[config.mk]
export PLATFORM = sky130hd
export DESIGN_NAME = adaptive_event_sampling_throttle
export DESIGN_NICKNAME = d
export VERILOG_FILES = /design/src/hdl/aest_pkg.sv /design/src/hdl/aest_div.sv /design/src/hdl/adaptive_event_sampling_throttle.sv
export SDC_FILE = /design/constraint.sdc
export NUM_CORES = 1
export LEC_CHECK = 0
export BUFFER_PORTS_ARGS = -buffer_cell sky130_fd_sc_hd__buf_2
export CAP_MARGIN = 10
export CORE_ASPECT_RATIO = 1.25
export CORE_MARGIN = 2
export CORE_UTILIZATION = 55
export DETAILED_ROUTE_END_ITERATION = 12
export PLACE_DENSITY = 0.84
export SLEW_MARGIN = 10
export SYNTH_ARGS = -nofsm -noshare
export SYNTH_HDL_FRONTEND = slang
export SYNTH_SLANG_ARGS = --single-unit
export TNS_END_PERCENT = 10
[constraint.sdc]
create_clock -name clk -period 7.3 [get_ports clk]
set_clock_uncertainty 0.15 [all_clocks]
set_input_delay 0.73 -clock clk [delete_from_list [all_inputs] [get_ports clk]]
set_output_delay 0.73 -clock clk [all_outputs]
set_load 0.02 [all_outputs]
[src/hdl/aest_pkg.sv]
// Shared types, constants and register indexes of the event sampling throttle.
`default_nettype none
package aest_pkg;

    localparam int TS_W   = 64;
    localparam int CNT_W  = 32;
    localparam int WM_W   = 16;
    localparam int DIV_W  = 8;
    localparam int IDX_W  = 2;

    // register indexes on the config port
    localparam logic [IDX_W-1:0] REG_ENABLE    = 2'd0;
    localparam logic [IDX_W-1:0] REG_WATERMARK = 2'd1;
    localparam logic [IDX_W-1:0] REG_MAX_DIV   = 2'd2;
    localparam logic [IDX_W-1:0] REG_WINDOW    = 2'd3;

    // reset values of the registers
    localparam logic             RST_ENABLE    = 1'b1;
    localparam logic [WM_W-1:0]  RST_WATERMARK = 16'd1500;
    localparam logic [DIV_W-1:0] RST_MAX_DIV   = 8'd8;
    localparam logic [TS_W-1:0]  RST_WINDOW    = 64'd10000000;

    localparam logic [DIV_W-1:0] MIN_DIVISOR   = 8'd2;
    localparam logic [CNT_W-1:0] SEEN_MAX      = {CNT_W{1'b1}};

    // divider runs one quotient bit per cycle
    localparam int STEP_W = $clog2(CNT_W);
    localparam logic [STEP_W-1:0] DIV_LAST = STEP_W'(CNT_W - 1);

    typedef struct packed {
        logic             start;
        logic [CNT_W-1:0] dividend;
        logic [CNT_W-1:0] divisor;
    } div_req_t;

    typedef struct packed {
        logic             done;
        logic [CNT_W-1:0] quotient;
        logic [CNT_W-1:0] remainder;
    } div_rsp_t;

    typedef enum logic [6:0] {
        S_IDLE = 7'b0000001,
        S_SUB  = 7'b0000010,
        S_WIN  = 7'b0000100,
        S_CHK  = 7'b0001000,
        S_DIV1 = 7'b0010000,
        S_DIV2 = 7'b0100000,
        S_FIN  = 7'b1000000
    } state_t;

endpackage
`default_nettype wire

[src/hdl/aest_div.sv]
// Shared restoring divider: 32-bit quotient and remainder, one bit per cycle.
`default_nettype none
module aest_div
    import aest_pkg::*;
(
    input  wire logic     clk,
    input  wire logic     rst_n,
    input  wire div_req_t req,
    output div_rsp_t      rsp
);

    logic [CNT_W-1:0]  rem_reg, rem_next;
    logic [CNT_W-1:0]  quo_reg, quo_next;
    logic [CNT_W-1:0]  den_reg;
    logic [STEP_W-1:0] cnt_reg;
    logic              busy_reg;
    logic              done_reg;
    logic [CNT_W:0]    shifted;
    logic              fits;

    always_comb
    begin
        shifted  = {rem_reg, quo_reg[CNT_W-1]};
        fits     = shifted >= {1'b0, den_reg};
        rem_next = fits ? CNT_W'(shifted - {1'b0, den_reg}) : shifted[CNT_W-1:0];
        quo_next = {quo_reg[CNT_W-2:0], fits};
    end

    always_ff @(posedge clk or negedge rst_n)
    begin
        if (!rst_n)
        begin
            busy_reg <= 1'b0;
            done_reg <= 1'b0;
            cnt_reg  <= '0;
        end
        else
        begin
            done_reg <= 1'b0;
            if (req.start)
            begin
                busy_reg <= 1'b1;
                cnt_reg  <= '0;
            end
            else if (busy_reg)
            begin
                cnt_reg <= cnt_reg + 1'b1;
                if (cnt_reg == DIV_LAST)
                begin
                    busy_reg <= 1'b0;
                    done_reg <= 1'b1;
                end
            end
        end
    end

    // datapath, no reset needed
    always_ff @(posedge clk)
    begin
        if (req.start)
        begin
            rem_reg <= '0;
            quo_reg <= req.dividend;
            den_reg <= req.divisor;
        end
        else if (busy_reg)
        begin
            rem_reg <= rem_next;
            quo_reg <= quo_next;
        end
    end

    assign rsp.done      = done_reg;
    assign rsp.quotient  = quo_reg;
    assign rsp.remainder = rem_reg;

endmodule
`default_nettype wire

[src/hdl/adaptive_event_sampling_throttle.sv]
// Top level of the adaptive event sampling throttle: sequencer, state and config.
// Usage:
//   Input channel (in_valid/in_ready/timestamp) takes one event per item; the
//   output channel (out_valid/out_ready/record) returns one record bit per item,
//   in order. Config is a plain write port (cfg_write, cfg_index, cfg_data):
//   0 enable, 1 high watermark, 2 max divisor, 3 window ticks. Write only idle.
// Steps per item, from accept to out_valid high:
//   throttle off or zero window : straight to the finish state
//   at or under the watermark   : subtract, window update, check, finish
//   sampled (past watermark)    : as above, then two passes of the shared
//                                 one-bit-per-cycle divider (load, then bit steps):
//                                 overflow/watermark, then token%divisor; finish.
// One item is in flight at a time; in_ready is high only in the idle state.
// The output register holds a finished result while the receiver stalls; the
// next item may be accepted meanwhile, and it waits in its last state until
// the output register frees up.
// Reset: config returns to enable=1, watermark=1500, max divisor=8,
// window=10000000; window start, seen count and sample token clear to zero
// (no window open). No clearing pass is needed.
`default_nettype none
module adaptive_event_sampling_throttle
    import aest_pkg::*;
(
    input  wire logic              clk,
    input  wire logic              rst_n,
    input  wire logic              in_valid,
    output logic                   in_ready,
    input  wire logic [TS_W-1:0]   timestamp,
    output logic                   out_valid,
    input  wire logic              out_ready,
    output logic                   record,
    input  wire logic              cfg_write,
    input  wire logic [IDX_W-1:0]  cfg_index,
    input  wire logic [TS_W-1:0]   cfg_data
);

    // configuration
    logic             enable_reg;
    logic [WM_W-1:0]  hw_reg;
    logic [DIV_W-1:0] max_div_reg;
    logic [TS_W-1:0]  window_reg;

    // block state
    logic [TS_W-1:0]  win_start_reg;
    logic [CNT_W-1:0] seen_reg;
    logic [CNT_W-1:0] token_reg;

    // per-item work registers
    state_t           state_reg, state_next;
    logic [TS_W-1:0]  ts_reg;
    logic [TS_W-1:0]  diff_reg;
    logic             back_reg;
    logic             rec_reg, rec_next;
    logic             out_valid_reg;
    logic             record_reg;

    div_req_t         div_req;
    div_rsp_t         div_rsp;

    // helper signals
    logic [TS_W:0]    diff_full;
    logic             open_win;
    logic [CNT_W-1:0] seen_base;
    logic [CNT_W-1:0] token_base;
    logic             sampled;
    logic [DIV_W-1:0] limit;
    logic [CNT_W:0]   div_sum;
    logic [DIV_W-1:0] divisor;
    logic             out_free;

    aest_div u_div (
        .clk   (clk),
        .rst_n (rst_n),
        .req   (div_req),
        .rsp   (div_rsp)
    );

    assign out_free  = !out_valid_reg || out_ready;
    assign in_ready  = (state_reg == S_IDLE);
    assign out_valid = out_valid_reg;
    assign record    = record_reg;

    always_comb
    begin
        diff_full  = {1'b0, ts_reg} - {1'b0, win_start_reg};
        open_win   = (win_start_reg == '0) || back_reg || (diff_reg >= window_reg);
        seen_base  = open_win ? '0 : seen_reg;
        token_base = open_win ? '0 : token_reg;
        sampled    = (hw_reg != '0) && (seen_reg > {{(CNT_W-WM_W){1'b0}}, hw_reg});
        limit      = (max_div_reg < MIN_DIVISOR) ? MIN_DIVISOR : max_div_reg;
        // divisor = 2 + overflow/watermark, clamped to the limit
        div_sum    = {1'b0, div_rsp.quotient} + (CNT_W+1)'(MIN_DIVISOR);
        divisor    = (div_sum > (CNT_W+1)'(limit)) ? limit : div_sum[DIV_W-1:0];
    end

    // sequencer
    always_comb
    begin
        state_next       = state_reg;
        rec_next         = rec_reg;
        div_req.start    = 1'b0;
        div_req.dividend = seen_reg - {{(CNT_W-WM_W){1'b0}}, hw_reg};
        div_req.divisor  = {{(CNT_W-WM_W){1'b0}}, hw_reg};
        case (state_reg)
            S_IDLE:
            begin
                if (in_valid)
                begin
                    if (!enable_reg || window_reg == '0)
                    begin
                        rec_next   = 1'b1;
                        state_next = S_FIN;
                    end
                    else
                    begin
                        state_next = S_SUB;
                    end
                end
            end
            S_SUB:
            begin
                state_next = S_WIN;
            end
            S_WIN:
            begin
                state_next = S_CHK;
            end
            S_CHK:
            begin
                if (sampled)
                begin
                    div_req.start = 1'b1;
                    state_next    = S_DIV1;
                end
                else
                begin
                    rec_next   = 1'b1;
                    state_next = S_FIN;
                end
            end
            S_DIV1:
            begin
                if (div_rsp.done)
                begin
                    div_req.start    = 1'b1;
                    div_req.dividend = token_reg;
                    div_req.divisor  = {{(CNT_W-DIV_W){1'b0}}, divisor};
                    state_next       = S_DIV2;
                end
            end
            S_DIV2:
            begin
                if (div_rsp.done)
                begin
                    rec_next   = (div_rsp.remainder == '0);
                    state_next = S_FIN;
                end
            end
            S_FIN:
            begin
                if (out_free)
                begin
                    state_next = S_IDLE;
                end
            end
            default:
            begin
                state_next = S_IDLE;
            end
        endcase
    end

    always_ff @(posedge clk or negedge rst_n)
    begin
        if (!rst_n)
        begin
            state_reg     <= S_IDLE;
            out_valid_reg <= 1'b0;
            enable_reg    <= RST_ENABLE;
            hw_reg        <= RST_WATERMARK;
            max_div_reg   <= RST_MAX_DIV;
            window_reg    <= RST_WINDOW;
            win_start_reg <= '0;
            seen_reg      <= '0;
            token_reg     <= '0;
        end
        else
        begin
            state_reg <= state_next;

            if (cfg_write)
            begin
                case (cfg_index)
                    REG_ENABLE:    enable_reg  <= cfg_data[0];
                    REG_WATERMARK: hw_reg      <= cfg_data[WM_W-1:0];
                    REG_MAX_DIV:   max_div_reg <= cfg_data[DIV_W-1:0];
                    REG_WINDOW:    window_reg  <= cfg_data;
                    default:       ;
                endcase
            end

            // window open/refresh and saturating seen count
            if (state_reg == S_WIN)
            begin
                if (open_win)
                begin
                    win_start_reg <= ts_reg;
                end
                seen_reg  <= (seen_base == SEEN_MAX) ? seen_base : seen_base + 1'b1;
                token_reg <= token_base;
            end

            if (state_reg == S_CHK && sampled)
            begin
                token_reg <= token_reg + 1'b1;
            end

            if (state_reg == S_FIN && out_free)
            begin
                out_valid_reg <= 1'b1;
            end
            else if (out_ready)
            begin
                out_valid_reg <= 1'b0;
            end
        end
    end

    // item payload, no reset needed
    always_ff @(posedge clk)
    begin
        rec_reg <= rec_next;
        if (in_valid && in_ready)
        begin
            ts_reg <= timestamp;
        end
        if (state_reg == S_SUB)
        begin
            diff_reg <= diff_full[TS_W-1:0];
            back_reg <= diff_full[TS_W];
        end
        if (state_reg == S_FIN && out_free)
        begin
            record_reg <= rec_reg;
        end
    end

endmodule
`default_nettype wire
==> flow_summary.json <==
{
  "routedWlPerCell_um": 20.2,
  "yosys-top-cells-area": "edfxtp_1 21%, dfrtp_1 21%, ha_1 8.4%",
  "cts_tree": "built",
  "synth_xor_area_share_pct": 3.98,
  "r2r_cells": 21,
  "synthCells": 2594,
  "die_h_um": 246,
  "synth_common_cells": "218 x nand2_1, 214 x dfrtp_1, 210 x inv_1",
  "synth_compound_gate_area_share_pct": 16.3,
  "vdd_drop_max_mv": 0.297,
  "grt_max_degree": 95,
  "grt_usage_pct": 27.9,
  "synth_fp_nets": 2905,
  "r2r_end": "seen_reg[27]",
  "gp_congestion": 0.925,
  "instances_no_fill": 3324,
  "clock_insertion_delay_worst_skew_ns": 0.60,
  "hold_viol": 0,
  "rsz0062_at_grt": "false",
  "drv_cap": 0,
  "swShare_pct": 36.8,
  "tns_ns": 0,
  "design_area_um2": 28400,
  "rr_startpoint": "window_reg[61]",
  "yosysSeqAreaShare_pct": 46.0,
  "synth-seq-cells": 443,
  "initialDrtViolationCount": 1620,
  "port_buffers": 137,
  "grt_pass1_vias": 20282,
  "ant_nets": 0,
  "worstSetupStartpoint": "window_reg[61]",
  "nNetsFinal": 3009,
  "critPathLaunchType": "flop",
  "grt_first_pass_wirelength_um": 107000,
  "hold_path.class": "primary input to async pin",
  "r2r_slack_ns": 0.90,
  "num_rows": 88,
  "fillers": 3691,
  "vias": 20421,
  "yosys.area_share.simple_pct": 15.3,
  "post_cts_resize_count": 0,
  "overflow": 0,
  "synth_edf_count": 179,
  "drive_gt1_share_pct": 13.6,
  "pwr-share-clk_pct": 24.9,
  "power_mw": 9.59,
  "setup_viol": 0,
  "seq_power_share_pct": 36.9,
  "drcViolationCount": 0,
  "h-tree-depth": 2,
  "syn-cell-area_um2": 25700,
  "cts_root_buffer": "clkbuf_16",
  "routed_wl_um": 67100,
  "p_int_mw": 6.06,
  "synth.most_common_cell": "nand2_1",
  "die_area_um2": 48500,
  "critPathRequiredTime_ns": 7.63,
  "cts_setup_buffers": 0,
  "die_width_um": 197,
  "path_max_fanout": 21,
  "yosys.area.top_type": "edfxtp_1",
  "synth_cell_types": 85,
  "yosys_warnings": 0,
  "path_clk_slew_ns": 0.06,
  "worst_pin_slew_ns": 1.09,
  "synthFlopType": "dfrtp_1",
  "worst_ep_arrival_time_ns": 6.74,
  "path_class": "flop to flop",
  "p_per_area_nw_per_um2": 337,
  "cts_buffer_depth": 3,
  "io_pins": 138,
  "cts_buffers": 47,
  "min_period_ns": 6.40,
  "yosysTopAreaCellShare_pct": 20.9,
  "power_switching_mw": 3.53,
  "clock-sinks": 443,
  "fmax_ghz": 0.156,
  "start_util_pct": 55.8,
  "status": "completed",
  "dp_hpwl_um": 49800,
  "endpoint": "seen_reg[27]",
  "syn_area_per_cell_um2": 9.92,
  "slew_viol_final": 0,
  "postCtsHoldBufs": 0,
  "placed_cell_area_um2": 26900,
  "timing.final.crit_share_pct": 87.7,
  "p_comb_share_pct": 38.2,
  "async_flop_share_pct": 52.4,
  "core_um2": 46100,
  "synth_top_family_by_area": "compound AO/OA/AOI/OAI gates",
  "power_leakage_nw": 12.1,
  "max_slew_margin_pct": 27.3,
  "area_delta_synth_final_pct": 10.5,
  "post-place-cells": 3234,
  "whs_ns": 0.0292,
  "synth-adder-area-share_pct": 8.65,
  "endpoint_kind": "flop",
  "firstDrtPassIters": 6,
  "synth_mux_area_share_pct": 5.03,
  "routed_via_density": 6.14,
  "antenna_found_initial": 8
}
-- logic make-up after synthesis --
| group | count (synthesis) |
|---|---|
| compound gates | 642 |
| xor+xnor | 117 |
| fa+ha+maj | 176 |
| buf+inv | 309 |
| flops | 443 |
| mux | 118 |
| simple gates | 789 |
-- metal layers --
layer / GRT usage, % / vias to the layer above / share of wire (%)
met2: 48.4 / 712 / 50
met4: 16.0 / 0 / 6.2
met3: 4.00 / 195 / 5.6
li1: - / 9668 / -
met5: 0 / - / 0
met1: 33.0 / 9846 / 39
-- worst max-delay path: stages (launching register included) --
cell      delay (ns)
dfrtp_1         0.38
inv_1           0.06
ha_1            0.29
nand4_1         0.16
or4_1           0.61
or4b_2          0.74
or3_1           0.42
o221a_2         0.28
o21a_1          0.11
o21ai_2         0.15
or2_2           0.42
nor2_1          0.08
ha_1            0.28
nand2_1         0.10
nor4_1          0.09
a21oi_1         0.30
nor4bb_1        0.55
and3_1          0.26
and2_0          0.29
and3_1          0.21
o21ai_0         0.08
a22o_1          0.27
-- through the flow --
stage | util, % | setup WS (ns)
after floorplan | - | 1.84
after CTS | 61.6 | 0.941
after global placement | 58.3 | 1.26
after global routing | 61.6 | 0.484
final | 61.6 | 0.896
after detailed placement | 58.3 | 0.956
-- cell type report --
class / instances / area [µm²] / share of cell area, %
clock inverter: 17 / 143 / 0.502
timing repair buffer: 153 / 816 / 2.87
clock buffer: 70 / 1390 / 4.88
multi-input combinational: 1842 / 12700 / 44.7
tap: 585 / 732 / 2.57
sequential: 443 / 11800 / 41.7
antenna: 3 / 7.51 / 0.0264
inverter: 211 / 792 / 2.79
-- placed cells by master, fill, tap and decap left out, drive strengths merged, types with 21 or more instances in the layout --
cell type,netlist,layout
and3,34,34
nor2,170,170
clkbuf,69,70
nor4,64,64
inv,211,212
ha,173,173
nand4,64,64
mux2i,28,28
a21oi,156,156
o21a,26,26
nand2,218,218
nor2b,32,32
dfrtp,214,214
xor2,45,45
nand3,63,63
edfxtp,179,179
a221o,21,21
or3,21,21
a21o,75,75
a211oi,30,30
o21ai,189,189
mux2,90,90
nor3,45,45
buf,29,153
nand2b,28,28
xnor2,72,72
dfxtp,32,32
-- power groups by stage --
stage | Sequential [mW] | Combinational [mW] | Clock, mW
after floorplan | 3.46 | 2.63 | 0
after global placement | 3.55 | 3.50 | 0
after detailed placement | 3.58 | 3.57 | 0
after CTS | 3.53 | 3.61 | 2.42
after global routing | 3.58 | 4.03 | 2.53
final | 3.54 | 3.66 | 2.39
-- worst min-delay path by stage --
stage	startpoint	endpoint	slack, ns
floorplan	rec_reg	record	0.25
global placement	rec_reg	record	0.27
detailed placement	rec_reg	record	0.27
CTS	rst_n	window_reg[42]	0.06
global route	rst_n	max_div_reg[7]	0.08
finish	rst_n	max_div_reg[7]	0.03
Power figures use the tool's default switching activity.
